### src/sv/plp_pkg.sv
// Shared types, codes and default sizes for the positional insert/delete list.
`timescale 1ns / 1ps
`default_nettype none
package plp_pkg;

  localparam int DEPTH_DEFAULT       = 64;
  localparam int COORD_WIDTH_DEFAULT = 32;
  localparam int QUEUE_DEPTH         = 2;

  // Action codes as they arrive on the input channel.
  typedef enum logic [1:0] {
    ACT_INSERT = 2'd0,
    ACT_APPEND = 2'd1,
    ACT_DELETE = 2'd2,
    ACT_READ   = 2'd3
  } action_t;

  // Classified operation handed from the front to the back.
  typedef enum logic [3:0] {
    OP_INSERT = 4'b0001,
    OP_APPEND = 4'b0010,
    OP_DELETE = 4'b0100,
    OP_READ   = 4'b1000
  } op_t;

  typedef enum logic [1:0] {
    ST_DONE  = 2'd0,
    ST_RANGE = 2'd1,
    ST_FULL  = 2'd2
  } status_t;

endpackage
`default_nettype wire

### src/sv/plp_front.sv
// Front stage: accepts input transactions and classifies the action.
`timescale 1ns / 1ps
`default_nettype none
module plp_front #(
  parameter int PW = 7,
  parameter int CW = 32
) (
  input  wire logic                 clk,
  input  wire logic                 rst,
  input  wire logic                 in_valid,
  output logic                      in_stall,
  input  wire logic [1:0]           action,
  input  wire logic [PW-1:0]        position,
  input  wire logic signed [CW-1:0] coord_x,
  input  wire logic signed [CW-1:0] coord_y,
  output logic                      f_valid,
  input  wire logic                 q_full,
  output plp_pkg::op_t              f_op,
  output logic [PW-1:0]             f_pos,
  output logic [CW-1:0]             f_x,
  output logic [CW-1:0]             f_y
);
  import plp_pkg::*;

  op_t op_dec;

  always_comb begin
    unique case (action)
      ACT_INSERT: op_dec = OP_INSERT;
      ACT_APPEND: op_dec = OP_APPEND;
      ACT_DELETE: op_dec = OP_DELETE;
      ACT_READ:   op_dec = OP_READ;
      default:    op_dec = OP_READ;
    endcase
  end

  // The held command leaves whenever the queue has room, so the stage only
  // stalls while it holds a command and the queue is full.
  assign in_stall = f_valid && q_full;

  always_ff @(posedge clk) begin
    if (rst) begin
      f_valid <= 1'b0;
    end else if (!in_stall) begin
      f_valid <= in_valid;
    end
  end

  always_ff @(posedge clk) begin
    if (in_valid && !in_stall) begin
      f_op  <= op_dec;
      f_pos <= position;
      f_x   <= coord_x;
      f_y   <= coord_y;
    end
  end

endmodule
`default_nettype wire

### config.mk
export PLATFORM = sky130hd
export DESIGN_NAME = plp_front
export DESIGN_NICKNAME = d
export VERILOG_FILES = /design/src/sv/plp_pkg.sv /design/src/sv/plp_front.sv
export SDC_FILE = /design/constraint.sdc
export NUM_CORES = 1
export LEC_CHECK = 0
export BUFFER_PORTS_ARGS = -buffer_cell sky130_fd_sc_hd__buf_2
export CAP_MARGIN = 20
export CORE_ASPECT_RATIO = 1.2
export CORE_MARGIN = 1.5
export CORE_UTILIZATION = 29
export DETAILED_ROUTE_END_ITERATION = 12
export HOLD_SLACK_MARGIN = 0.06
export PLACE_DENSITY = 0.69
export SYNTH_ARGS = -nofsm -noshare
export SYNTH_HDL_FRONTEND = slang
export SYNTH_SLANG_ARGS = --single-unit
### constraint.sdc
create_clock -name clk -period 8.6 [get_ports clk]
set_clock_uncertainty 0.2 [all_clocks]
set_input_delay 0.43 -clock clk [delete_from_list [all_inputs] [get_ports clk]]
set_output_delay 0.43 -clock clk [all_outputs]
set_load 0.02 [all_outputs]
**Word-level counts from Yosys, hierarchy flattened**

Cells that the tools add are included.

- Add/sub/neg operators: 0
- Multiply operators: 0
- Divide/modulo/power cells: 0
- $lt $le $gt $ge: 0
- Eq/ne operators: 3
- Shift-type cells: 0
- Muxes and demuxes: 1
- Bitwise logic cells: 0
- Reduce and logical (&&, ||, !) cells: 4

Operators with widths:

| cell | count |
|---|---|
| $pmux W4 S4 | 1 |
| $eq A2 B2 Y1 const B | 2 |
| $eq A2 B1 Y1 const B | 1 |
| $logic_and A1 B1 Y1 | 2 |
| $logic_not A2 Y1 | 1 |
| $logic_not A1 Y1 | 1 |

- Bits in registers: 76
- Latch bits: 0
- RAM bits: 0
- Bits in read-only memories: 0
- Input bits: 77
- Output and inout port bits: 77
- Logic and storage cells: 13
- Memories: 0

**Longest topological paths before layout**

- Depth in word-level cells: 3
- Depth in mapped cells: 2
- Gate-level depth less buffers: 2

**Least setup slack after synthesis**

OpenSTA, ideal clock, no wires.

- Path type: input to register
- Start point: in q_full
- End point: reg f_op[0] (enable)
- Setup time: 0.449 ns
- Arrival: 2.556 ns
- Data required time: 7.951 ns
- Path slack: 5.395 ns
- Stages on the path: 2
- Path buffers: 0
- Path through: and2_4 -> nor2b_2

- Cells in the longest elaborated chain, start to end: 3

Ends and longest elaborated chain:

| what | RTL line | RTL |
|---|---|---|
| start, declared | plp_front.sv:17 | `input wire logic q_full,` |
| $logic_and A1 B1 Y1 | plp_front.sv:39 | `assign in_stall = f_valid && q_full;` |
| $logic_not A1 Y1 | plp_front.sv:50 | `if (in_valid && !in_stall) begin` |
| $logic_and A1 B1 Y1 | plp_front.sv:50 |  |
| end signal, assigned | plp_front.sv:51 | `f_op <= op_dec;` |
| end, declared | plp_front.sv:18 | `output plp_pkg::op_t f_op,` |

Every way passes these cells.
A chain may end at the register's enable or synchronous reset.

**Worst setup path after layout**

- Start point: reg f_valid
- End point: reg f_y[16] (enable)

- Cells in the longest elaborated chain, start to end: 3

Ends and longest elaborated chain:

| what | RTL line | RTL |
|---|---|---|
| start, declared | plp_front.sv:16 | `output logic f_valid,` |
| start signal, assigned | plp_front.sv:45 | `f_valid <= in_valid;` |
| $logic_and A1 B1 Y1 | plp_front.sv:39 |  |
| $logic_not A1 Y1 | plp_front.sv:50 |  |
| $logic_and A1 B1 Y1 | plp_front.sv:50 |  |
| end signal, assigned | plp_front.sv:54 | `f_y <= coord_y;` |
| end, declared | plp_front.sv:21 | `output logic [CW-1:0] f_y` |

Every way passes these cells.

==> impl_metrics.ini <==
[outcome]
outcome = complete, no violations

[synthesis]
synth_xor_area_frac = 0
netlist.area_leader.share = 0.970
synth_compound_area_frac = 0.00216
synthCells = 84
syn_area_um2 = 2320
yosysWarnings = 0
synth.area.top_cells = edfxtp_1 97%, dfxtp_1 0.86%, nor2b_1 0.54%
synth_top_family_by_area = simple AND/OR/NAND/NOR gates
avgSynthCellArea_um2 = 27.6
synth_cell_type_count = 8
synth_fp_nets = 161
synthMuxAreaShare = 0
yosysSeqAreaShare = 0.979
yosysTopAreaCell = edfxtp_1
synthSimpleGateAreaFrac = 0.0189
synth_fa_ha_area_frac = 0
ys_ff_latch = 76

[clock_network]
cts_sinks = 76
clkLatencyLatePin_ns = 0.33
numCtsBuffers = 9
h-tree-depth = 3
clk_pin_slew_ns = 0.08
cts_tree = built
clockBufferDepth = 2
post_cts_resize_count = 0
clock-root-buffer = clkbuf_8

[placement]
globalplace.congestion = 0.746
post-place-ws_ns = 6.05
portBuffers = 153

[sta]
min_period_ns = 2.27
drv_slew = 0
fmax_mhz = 440
worst_hold_slack_ns = 0.0894
final.setup.tns_ns = 0
setup-violations-final = 0
setup_ws_ns = 6.33
hold_viol = 0
rsz0062_at_grt = no
post-route-period-util = 0.264
worstMarginPinSlew_ns = 0.706
slew_headroom = 0.528

[worst_setup_path]
rrSetupSlack_ns = 6.33
startpoint_type = flop
cp.arrival_ns = 2.04
critPathMaxFanout = 49
crit_type = reg2reg
critPathCaptureType = flop
crit_required_ns = 8.37

[die]
start_util = 0.301
core_um2 = 7710
dieWidth_um = 84.7
num_io_pins = 154
rows = 35
dieArea_um2 = 8550
die_h_um = 101

[finish]
fin_nets = 395
antennaDiodeCount = 0
finalCoreUtilization = 0.528
layout-drive-gt1-share = 0.526
final_cell_mix = 153 x buf_2, 75 x edfxtp_1, 69 x dlygate4sd3_1, 9 x clkbuf_8, 3 x clkinvlp_4
final_common_cell = buf_2
area_growth_pct = 75.5

[detailed_routing]
post_drt_wl_per_cell_um = 14.1
firstDrtPassIters = 4
drt-vias-per-instance = 4.14
drtIter0Drc = 56
wirelength_um = 5840
vias = 1717
antenna_left = 0
drcViolationCount = 0

[hold_path]
hp-class = in2reg

[global_routing]
grt_util_all_layers = 0.135
antenna_found_initial = 0
grt_pass1_vias = 1857
grt_max_degree = 50
gr-total-overflow = 0
grt_pass1_wl_um = 8530

[pwr]
peakVddDrop_uv = 118
p_leak_nw = 1.73
power_density_nw_per_um2 = 190

[flow_run]
drv_cap = 0
-- layout make-up --
type,instances,area (um2)
fill,621,3630
sequential,76,2270
timing repair buffer,223,1460
clock buffer,10,128
tap,92,115
multi-input combinational,8,53.8
clock inverter,6,40.0
-- kinds of logic (layout without fill, tap and decap cells) --
logic type / after synthesis / count (layout)
AOI/OAI and AO/OA: 1 / 1
DFF: 76 / 76
and+or+nand+nor: 7 / 7
buffers and inverters: 0 / 239
-- state kept, by name, summed over array words and instances, names as in the netlist --
name	flops
f_op	4
f_pos	7
f_valid	1
f_x	32
f_y	32
-- where the power goes --
part / switching [W] / leakage, nW / internal, W
Combinational: 0.0000535 / 0.923 / 0.0000475
Sequential: 0.00000546 / 0.735 / 0.000433
Clock: 0.000129 / 0.0763 / 0.000104
-- worst max-delay path, cell delays in order (launching register included) --
cell     delay [ns]
dfxtp_1        0.33
and2_4         0.15
nor2b_4        0.57
buf_4          0.62
-- cells in the mapped netlist (all sizes together) --
cell type,n
a21oi,1
edfxtp,75
and2,2
nor2b,3
nor2,2
dfxtp,1
-- layer usage --
layer	track usage	part of all wire	wire [um]
met1	0.129	0.33	1940
met4	0.0769	0.029	171
met2	0.253	0.57	3310
met3	0.0418	0.071	416
met5	0	0	0
-- worst paths after layout --
check	startpoint	to	depth (start not counted)
max	f_valid	f_y[16]	3
min	coord_x[3]	f_x[3]	1
max reg2reg	f_valid	f_y[16]	3
min reg2reg	f_valid	f_valid	2
-- stage by stage --
step	total power [W]	area, um2	std cells
after floorplan	0.000484	2320	84
after global placement	0.000521	3210	330
after detailed placement	0.000523	3210	330
after CTS	0.000783	4070	415
after global routing	0.000807	4070	415
final	0.000773	4070	415
-- repair_timing --
action | CTS | global route
setup buffers | 0 | 0
hold endpoints to repair | 69 | 0
hold buffers | 69 | 0
setup endpoints to repair | 0 | 0
Power figures use the tool's default switching activity.
