$ cat src/sv/plp_pkg.sv
// Shared types, codes and default sizes for the positional insert/delete list.
`timescale 1ns / 1ps
`default_nettype none
package plp_pkg;

  localparam int DEPTH_DEFAULT       = 64;
  localparam int COORD_WIDTH_DEFAULT = 32;
  localparam int QUEUE_DEPTH         = 2;

  // Action codes as they arrive on the input channel.
  typedef enum logic [1:0] {
    ACT_INSERT = 2'd0,
    ACT_APPEND = 2'd1,
    ACT_DELETE = 2'd2,
    ACT_READ   = 2'd3
  } action_t;

  // Classified operation handed from the front to the back.
  typedef enum logic [3:0] {
    OP_INSERT = 4'b0001,
    OP_APPEND = 4'b0010,
    OP_DELETE = 4'b0100,
    OP_READ   = 4'b1000
  } op_t;

  typedef enum logic [1:0] {
    ST_DONE  = 2'd0,
    ST_RANGE = 2'd1,
    ST_FULL  = 2'd2
  } status_t;

endpackage
`default_nettype wire

$ cat src/sv/plp_queue.sv
// Short command queue between the front stage and the list back end.
`timescale 1ns / 1ps
`default_nettype none
module plp_queue #(
  parameter int WIDTH = 8
) (
  input  wire logic             clk,
  input  wire logic             rst,
  input  wire logic             push,
  input  wire logic [WIDTH-1:0] wdata,
  output logic                  full,
  output logic                  q_valid,
  input  wire logic             pop,
  output logic [WIDTH-1:0]      rdata
);
  import plp_pkg::*;

  localparam int QAW = (QUEUE_DEPTH > 1) ? $clog2(QUEUE_DEPTH) : 1;
  localparam int QCW = $clog2(QUEUE_DEPTH + 1);

  logic [WIDTH-1:0] slots [QUEUE_DEPTH];
  logic [QAW-1:0]   wr_ptr;
  logic [QAW-1:0]   rd_ptr;
  logic [QCW-1:0]   fill;
  logic             do_push;
  logic             do_pop;

  assign full    = (fill == QCW'(QUEUE_DEPTH));
  assign q_valid = (fill != '0);
  assign rdata   = slots[rd_ptr];
  assign do_push = push && !full;
  assign do_pop  = pop && q_valid;

  always_ff @(posedge clk) begin
    if (rst) begin
      wr_ptr <= '0;
      rd_ptr <= '0;
      fill   <= '0;
    end else begin
      if (do_push) begin
        wr_ptr <= (wr_ptr == QAW'(QUEUE_DEPTH - 1)) ? '0 : wr_ptr + 1'b1;
      end
      if (do_pop) begin
        rd_ptr <= (rd_ptr == QAW'(QUEUE_DEPTH - 1)) ? '0 : rd_ptr + 1'b1;
      end
      if (do_push && !do_pop) begin
        fill <= fill + 1'b1;
      end else if (do_pop && !do_push) begin
        fill <= fill - 1'b1;
      end
    end
  end

  always_ff @(posedge clk) begin
    if (do_push) begin
      slots[wr_ptr] <= wdata;
    end
  end

endmodule
`default_nettype wire

$ cat config.mk
export PLATFORM = sky130hd
export DESIGN_NAME = plp_queue
export DESIGN_NICKNAME = d
export VERILOG_FILES = /design/src/sv/plp_pkg.sv /design/src/sv/plp_queue.sv
export SDC_FILE = /design/constraint.sdc
export NUM_CORES = 1
export LEC_CHECK = 0
export ABC_AREA = 1
export ABC_CLOCK_PERIOD_IN_PS = 2000
export BUFFER_PORTS_ARGS = -buffer_cell sky130_fd_sc_hd__buf_2
export CAP_MARGIN = 20
export CORE_MARGIN = 4
export CORE_UTILIZATION = 56
export CTS_BUF_LIST = sky130_fd_sc_hd__clkbuf_4 sky130_fd_sc_hd__clkbuf_8
export DETAILED_ROUTE_END_ITERATION = 16
export GPL_ROUTABILITY_DRIVEN = 0
export GPL_TIMING_DRIVEN = 0
export PLACE_DENSITY = 0.84
export SYNTH_ARGS = -nofsm -noshare
export SYNTH_HDL_FRONTEND = slang
export SYNTH_SLANG_ARGS = --single-unit
$ cat constraint.sdc
create_clock -name clk -period 2 [get_ports clk]
set_input_delay 0.3 -clock clk [delete_from_list [all_inputs] [get_ports clk]]
set_output_delay 0.3 -clock clk [all_outputs]
set_load 0.005 [all_outputs]
Word level (Yosys, flattened, before mapping)

Memories as Yosys holds them, arrays and structs flattened. A register that Yosys moved wholly into a read port is not among the register bits.
Cells that the tools add are included.
Widths: inputs -> output; s select.

Add/subtract/negate cells: 4
Equality and inequality tests: 1
Multiplexer cells: 8
Reductions and logical operators: 9

Operator list:

| operator            | count |
|---|---|
| $mux 1              | 6 |
| $logic_and 1x1->1   | 4 |
| $mux 2              | 2 |
| $reduce_bool 2->1   | 2 |
| $logic_not 1->1     | 3 |
| $add 1x1->1 const B | 2 |
| $add 2x1->2 const B | 1 |
| $eq 2x2->1 const B  | 1 |
| $sub 2x1->2 const B | 1 |

Register bits after elaboration: 4
Memory bits (writable): 16
Logic and storage cells: 26
Memories: 1

Memory list:

| name  | depth | width | rd ports | clocked after memory_dff | write ports | RTL line        | text |
|---|---|---|---|---|---|---|---|
| slots | 2     | 8     | 1        | 1                        | 1           | plp_queue.sv:21 | `logic [WIDTH-1:0] slots [QUEUE_DEPTH];` |

Logic depth before layout (Yosys ltp)

Gate-level depths: netlist of run 1.

Word-level depth: 7
Gate-level depth with buffers: 10

Least setup slack after synthesis of run 1

OpenSTA, ideal clock, no wires.

Kind: flip-flop to flip-flop
Start: reg fill[0]
End: reg fill[1]
Data arrival time: 1.211 ns
Required time: 1.936 ns
Path slack: 0.725 ns
Cell stages (with the launch flop): 10
Buffers on the path: 0
Period minus slack after synthesis: 1.275 ns
Cell sequence: dfxtp_1 -> inv_2 -> nand2_1 -> nand2_1 -> ha_1 -> inv_1 -> nand3_1 -> nand2_1 -> inv_1 -> nor2_1

Elaborated cells on any way between the ends: 14
Classes of those cells: add/sub: 2; eq/ne: 1; mux: 2; reduce/logical: 9

RTL lines:

| what                                        | RTL line        | text |
|---|---|---|
| start: declaration                          | plp_queue.sv:24 | `logic [QCW-1:0] fill;` |
| start signal: assignment                    | plp_queue.sv:47 | `fill <= fill + 1'b1;` |
| start signal: assignment                    | plp_queue.sv:49 | `fill <= fill - 1'b1;` |
| $reduce_bool 2->1 (*)                       | plp_queue.sv:29 | `assign q_valid = (fill != '0);` |
| named net q_valid                           | plp_queue.sv:12 | `output logic q_valid,` |
| $logic_and 1x1->1 (*)                       | plp_queue.sv:32 | `assign do_pop = pop && q_valid;` |
| $logic_not 1->1                             | plp_queue.sv:46 | `if (do_push && !do_pop) begin` |
| $logic_and 1x1->1                           | plp_queue.sv:46 |  |
| $mux 2 or $reduce_bool 2->1 (tied branches) | n/a             |  |

Mark *: on every way through the listed nets, which the timed path passes. The rest lies on a longest branch. The select of a mux whose other input is x is not followed.
A chain may end at the register's enable or synchronous reset.

==> impl_metrics.csv, run 1 <==
group,metric,value,unit
worst_setup_path,crit_arrival,1300,ps
worst_hold_path,hold_start,"wdata[5]",
route,dr_wl_met2,738,um
worst_setup_path,reg2reg_from,"fill[1]",
yosys,synth.area.top_cells,"edfxtp_1, dfxtp_1, mux2_2",
yosys,ys_types,14,
placement,place_area,943,sq um
route,route.detailed.drc,0,
clock_tree,cts_setup_buffers,0,
yosys,yosysTopAreaCell,"edfxtp_1",
global_routing,grt_pass1_vias,532,
outcome,status,"finished clean",
power_and_ir_drop,finalPower,1.13,mW
worst_setup_path,end_kind,"primary output",
clock_tree,clock-sinks,21,
clock_tree,cts_tree,"yes",
yosys,synthArstFlopShare,0,
clock_tree,htree_levels,1,
timing,layout_worst_path_cycle_share,0.800,
route,via_count,529,
timing,tightest_slew,643,ps
layout,antenna_cells,0,
route,dr.first_iter.drc_count,10,
worst_setup_path,criticalPathCategory,"flop to primary output",
worst_setup_path,cpMaxStageDelayCell,"mux2_2",
layout,final_cell_area,971,sq um
yosys,synth_edf_count,16,
layout,fin_util,0.728,
global_routing,grt_max_degree,13,
floorplan,rows,13,
layout,n_fill_cell,103,
timing,setup_tns,0,ps
timing,min_period,1600,ps
power_and_ir_drop,power_density,1170,mW/mm^2
timing,finalHoldViolations,0,
route,wl,1330,um
layout,drive_above_1_share,0.414,
clock_tree,clockBufferDepth,2,
floorplan,initial_core_util,0.614,
power_and_ir_drop,p_leak,0.417,nW
layout,finalNetCount,101,
worst_setup_path,cp_slowest_stage_delay,360,ps
global_routing,grt_pass1_wl,2110,um
clock_tree,clk_latency,290,ps
worst_setup_path,cpLargestDelayFamily,"multiplexers",
yosys,synth_ff_type,"edfxtp_1",
worst_setup_path,cp-start-kind,"flop",
worst_hold_path,hold_class,"primary input to flop",
route,vias_per_cell,5.19,
clock_tree,root_buffer,"clkbuf_4",
route,top_layer_used,"met3",
clock_tree,cts_hold_buf,0,
yosys,syn_area,820,sq um
timing,drv_slew,0,
clock_tree,cts_made_buffers,3,
floorplan,io_pins,22,
placement,dp.cells,98,
power_and_ir_drop,ir_worst_vdd,1.08,mV
timing,slew_headroom,0.570,
route,postRouteAntennaNets,0,
yosys,avgSynthCellArea,13.2,sq um
yosys,syn_nets,75,
worst_setup_path,crit_path_max_fanout,8,
global_routing,grt.overflow.total,0,
job,maxCapViolations,0,
yosys,synth_top_area_frac,0.586,
timing,setup_violations,0,
global_routing,antenna_found_initial,0,
timing,rsz0062_at_grt,"no",
timing,skew,2.77,ps
worst_setup_path,crit_top_cell,"buf_2",
placement,io_buffers,21,
timing,fmaxAchievable,625,MHz
floorplan,die_y,46.3,um
yosys,synth-seq-cells,21,
worst_setup_path,cp_cell_sequence,"buf_2 > mux2_2 > buf_2",
floorplan,die_area,0.00214,sq mm
route,wl_per_cell,13.0,um
layout,area_delta_synth_final,18.5,%
global_routing,track_usage,0.142,
worst_setup_path,required,1700,ps
route,firstDrtPassIters,4,
floorplan,core_region_area,0.00133,sq mm
clock_tree,post_cts_resized,0,
layout,layout.cells.non_filler,102,
clock_tree,clk_pin_slew,110,ps
placement,dp_hpwl,1070,um
route,routed-wl-met3,80,um
yosys,yosysWarnings,0,
yosys,netlist_instances,62,
yosys,synth.yosys.seq_area_share,0.708,
floorplan,die_x,46.3,um
worst_setup_path,cp_num_buf_inv,2,
route,routedLengthMet1,508,um
[worst register-to-register path: cells and delay by family (launching register included)]
| family | cells | cell delay [ps] |
|---|---|---|
| compound gates | 1 | 190 |
| simple gates | 3 | 240 |
| buf+inv | 4 | 310 |
| fa+ha+maj | 1 | 270 |
| flops | 1 | 340 |
[final cells by class]
cell class                 instances  area [sq um]  area share
clock inverter                     1          5.00     0.00515
tap                               15          18.8      0.0193
inverter                           8          30.0      0.0309
sequential                        21           581       0.598
clock buffer                       3          22.5      0.0232
multi-input combinational         32           204       0.210
buffer                             1          5.00     0.00515
timing repair buffer              21           105       0.108
[registers in the layout, summed over array words and instances (netlist names), named ones only]
| signal | flops |
|---|---|
| fill | 2 |
| rd_ptr | 1 |
| slots | 16 |
| wr_ptr | 1 |
[through the flow]
stage	setup slack, ps	hold slack, ps
2_1_floorplan	725	399
3_3_place_gp	574	480
3_5_place_dp	556	493
4_1_cts	378	173
5_1_grt	317	166
6_report	400	188
[kinds of logic after synthesis]
family,synth area share
and+or+nand+nor,0.0886
adders and majority gates,0.0153
buffers and inverters,0.0427
muxes,0.110
AOI/OAI and AO/OA,0.0351
DFF,0.708
[Yosys cell counts (2+ instances only)]
| library cell | count |
|---|---|
| edfxtp_1 | 16 |
| a21oi_1 | 2 |
| o21ai_0 | 2 |
| dfxtp_1 | 5 |
| nand2_1 | 7 |
| mux2_2 | 8 |
| nor2_1 | 8 |
| inv_1 | 7 |
| nand3_1 | 2 |
[per-layer routing]
layer  vias to the layer above  global-route usage
met5                         -                   0
met4                         0              0.0511
met3                         0              0.0313
met2                        15               0.266
met1                       250               0.153
li1                        264                   -
[cells in the final DEF, fill, tap and decap left out]
master and count:
nand2_1 7, inv_1 7, dfxtp_1 5, nand3_1 2
nand4_1 1, o21ai_0 2, edfxtp_1 16, mux2_2 8
inv_2 1, clkbuf_4 3, ha_1 1, clkinv_2 1
a21oi_1 2, o21ai_2 1, nor2_1 8, buf_2 22
[path summary, 6_finish.rpt]
kind / to / cells after the start / slack [ps]
worst max-delay path: rdata[3] / 3 / 400
worst min-delay path: slots[1][5] / 1 / 190
worst max register to register: fill[1] / 9 / 580
worst min register to register: flop / 2 / 530
[report_power, final]
| part | switching, mW | total (mW) | internal (mW) |
|---|---|---|---|
| clock network | 0.118 | 0.192 | 0.0744 |
| logic | 0.194 | 0.348 | 0.154 |
| registers | 0.0352 | 0.592 | 0.557 |
| total | 0.347 | 1.13 | 0.785 |
Note: power is estimated with default switching activity, not from simulation.
==> inputs of run 2 (changes only) <==
ABC_CLOCK_PERIOD_IN_PS = 1500   (was 2000)
CORE_UTILIZATION = 52   (was 56)
PLACE_DENSITY = 0.79   (was 0.84)
clock period = 1.5 ns   (was 2 ns; I/O delays follow)
==> run 2 against run 1 <==
Compared with the run above:
- hold slack lost 71 ps
- clock power grew 42%
- first-iteration DRC count grew 20%
- sequential share of layout area shrank 0.51 points
- flip-flop and latch count is the same
- non-clock buffer count is the same
==> impl_metrics.csv, run 2 (same netlist as run 1, synthesis figures left out) <==
group,metric,value,unit
outcome,status,"finished clean",
global_routing,antenna_found_initial,0,
timing,setup_violations,0,
power_and_ir_drop,power_switching_share,0.294,
route,route.detailed.drc,0,
worst_hold_path,min_path_cells,1,
clock_tree,cts_tree,"yes",
timing,fmaxAchievable,692,MHz
layout,area_delta_synth_final,20.0,%
power_and_ir_drop,power_density,1560,mW/mm^2
route,wl,1320,um
layout,largest-register,"slots",
placement,pre_cts_slack,50.4,ps
worst_setup_path,crit_arrival,1220,ps
floorplan,die_area,0.00228,sq mm
placement,place_area,945,sq um
timing,drv_slew,0,
worst_hold_path,hold_class,"primary input to flop",
clock_tree,clock-sinks,21,
layout,final_cell_area,983,sq um
timing,tightest_slew,679,ps
power_and_ir_drop,finalPower,1.54,mW
worst_setup_path,required,1270,ps
route,firstDrtPassIters,4,
power_and_ir_drop,p_leak,0.418,nW
clock_tree,cts_made_buffers,3,
power_and_ir_drop,seq_power_share,0.517,
clock_tree,cts_hold_buf,0,
layout,finalNetCount,101,
floorplan,die_x,47.7,um
clock_tree,root_buffer,"clkbuf_4",
route,wl_per_cell,12.8,um
route,dr.first_iter.drc_count,12,
layout,final_common_cell,"buf_2",
placement,dp.cells,99,
global_routing,track_usage,0.131,
route,postRouteAntennaNets,0,
floorplan,initial_core_util,0.544,
clock_tree,clk_pin_slew,110,ps
route,vias_per_cell,5.09,
floorplan,rows,14,
placement,io_buffers,21,
worst_setup_path,crit_path_max_fanout,8,
timing,rsz0062_at_grt,"yes",
layout,largest_register_ffs,16,
layout,final_cell_mix,"buf_2, edfxtp_1, mux2_2, nor2_1, nand2_1",
power_and_ir_drop,p_comb_frac,0.306,
timing,finalHoldViolations,0,
layout,n_fill_cell,124,
timing,layout_worst_path_cycle_share,0.963,
global_routing,grt_max_degree,12,
placement,dp_hpwl,956,um
floorplan,core_region_area,0.00151,sq mm
timing,min_period,1440,ps
worst_setup_path,reg2reg_depth,3,
worst_setup_path,cp-start-kind,"flop",
worst_setup_path,end_kind,"primary output",
power_and_ir_drop,p_int,1.09,mW
global_routing,grt_pass1_wl,1990,um
layout,antenna_cells,0,
power_and_ir_drop,p_clk_frac,0.177,
floorplan,die_y,47.7,um
job,maxCapViolations,0,
layout,drive_above_1_share,0.448,
layout,layout.cells.non_filler,103,
clock_tree,clk_latency,290,ps
route,via_count,524,
timing,setup_ws,55.5,ps
timing,slew_headroom,0.545,
clock_tree,clockBufferDepth,2,
power_and_ir_drop,p_switching,0.452,mW
clock_tree,htree_levels,1,
global_routing,grt_pass1_vias,468,
worst_setup_path,criticalPathCategory,"flop to primary output",
global_routing,grt.overflow.total,0,
power_and_ir_drop,ir_worst_vdd,1.12,mV
layout,reg_top3,"slots x16, fill x2",
timing,skew,3.25,ps
floorplan,io_pins,22,
## run 2: cell count changes in the layout (fill, tap and decap cells not counted), sizes merged
cell / previous run / this run
clkbuf: 3 / 4
clkinv: 1 / 0
## run 2: power by group through the flow
stage                     clock network [mW]  logic (mW)  registers (mW)
after global placement                     0       0.442           0.796
after global routing                   0.295       0.536           0.811
after CTS                              0.280       0.467           0.790
after detailed placement                   0       0.459           0.803
after floorplan                            0       0.310           0.791
final                                  0.272       0.470           0.796
## run 2: what timing repair did
action | in CTS | in global routing
buffers inserted | 0 | 0
gates cloned | 0 | 0
gates resized for setup | 1 | 4
endpoints found under the setup margin | 8 | 25
## run 2: path summary, 6_finish.rpt
check | start | endpoint | slack (ps)
max reg2reg | fill[1] | slots[0][7] | 90
min reg2reg | fill[0] | fill[0] | 490
min | wdata[1] | slots[0][1] | 120
max | flop | rdata[5] | 60
## run 2: routing by layer
metal | share of wire | vias to the layer above | track usage
li1 | - | 265 | -
met1 | 0.40 | 234 | 0.144
met2 | 0.49 | 21 | 0.227
met3 | 0.083 | 4 | 0.0414
met4 | 0.021 | 0 | 0.0645
met5 | 0 | - | 0
## run 2: critical path: stages, from the launching register on
cell and delay, ps:
dfxtp_2 340, buf_6 130, mux2_2 340, buf_2 130
## run 2: cell type report
| class | count | area (sq um) | share of cell area |
|---|---|---|---|
| sequential | 21 | 583 | 0.593 |
| multi-input combinational | 32 | 204 | 0.207 |
| timing repair buffer | 21 | 105 | 0.107 |
| clock buffer | 4 | 30.0 | 0.0305 |
| inverter | 8 | 30.0 | 0.0305 |
| tap | 16 | 20.0 | 0.0204 |
| buffer | 1 | 11.3 | 0.0115 |
## run 2: per-stage QoR
stage	TNS, ps	utilization	hold WS [ps]
final	0	0.653	116
after global placement	0	0.627	413
after CTS	0	0.649	111
after detailed placement	0	0.627	417
after global routing	-364	0.653	101
after floorplan	0	-	324
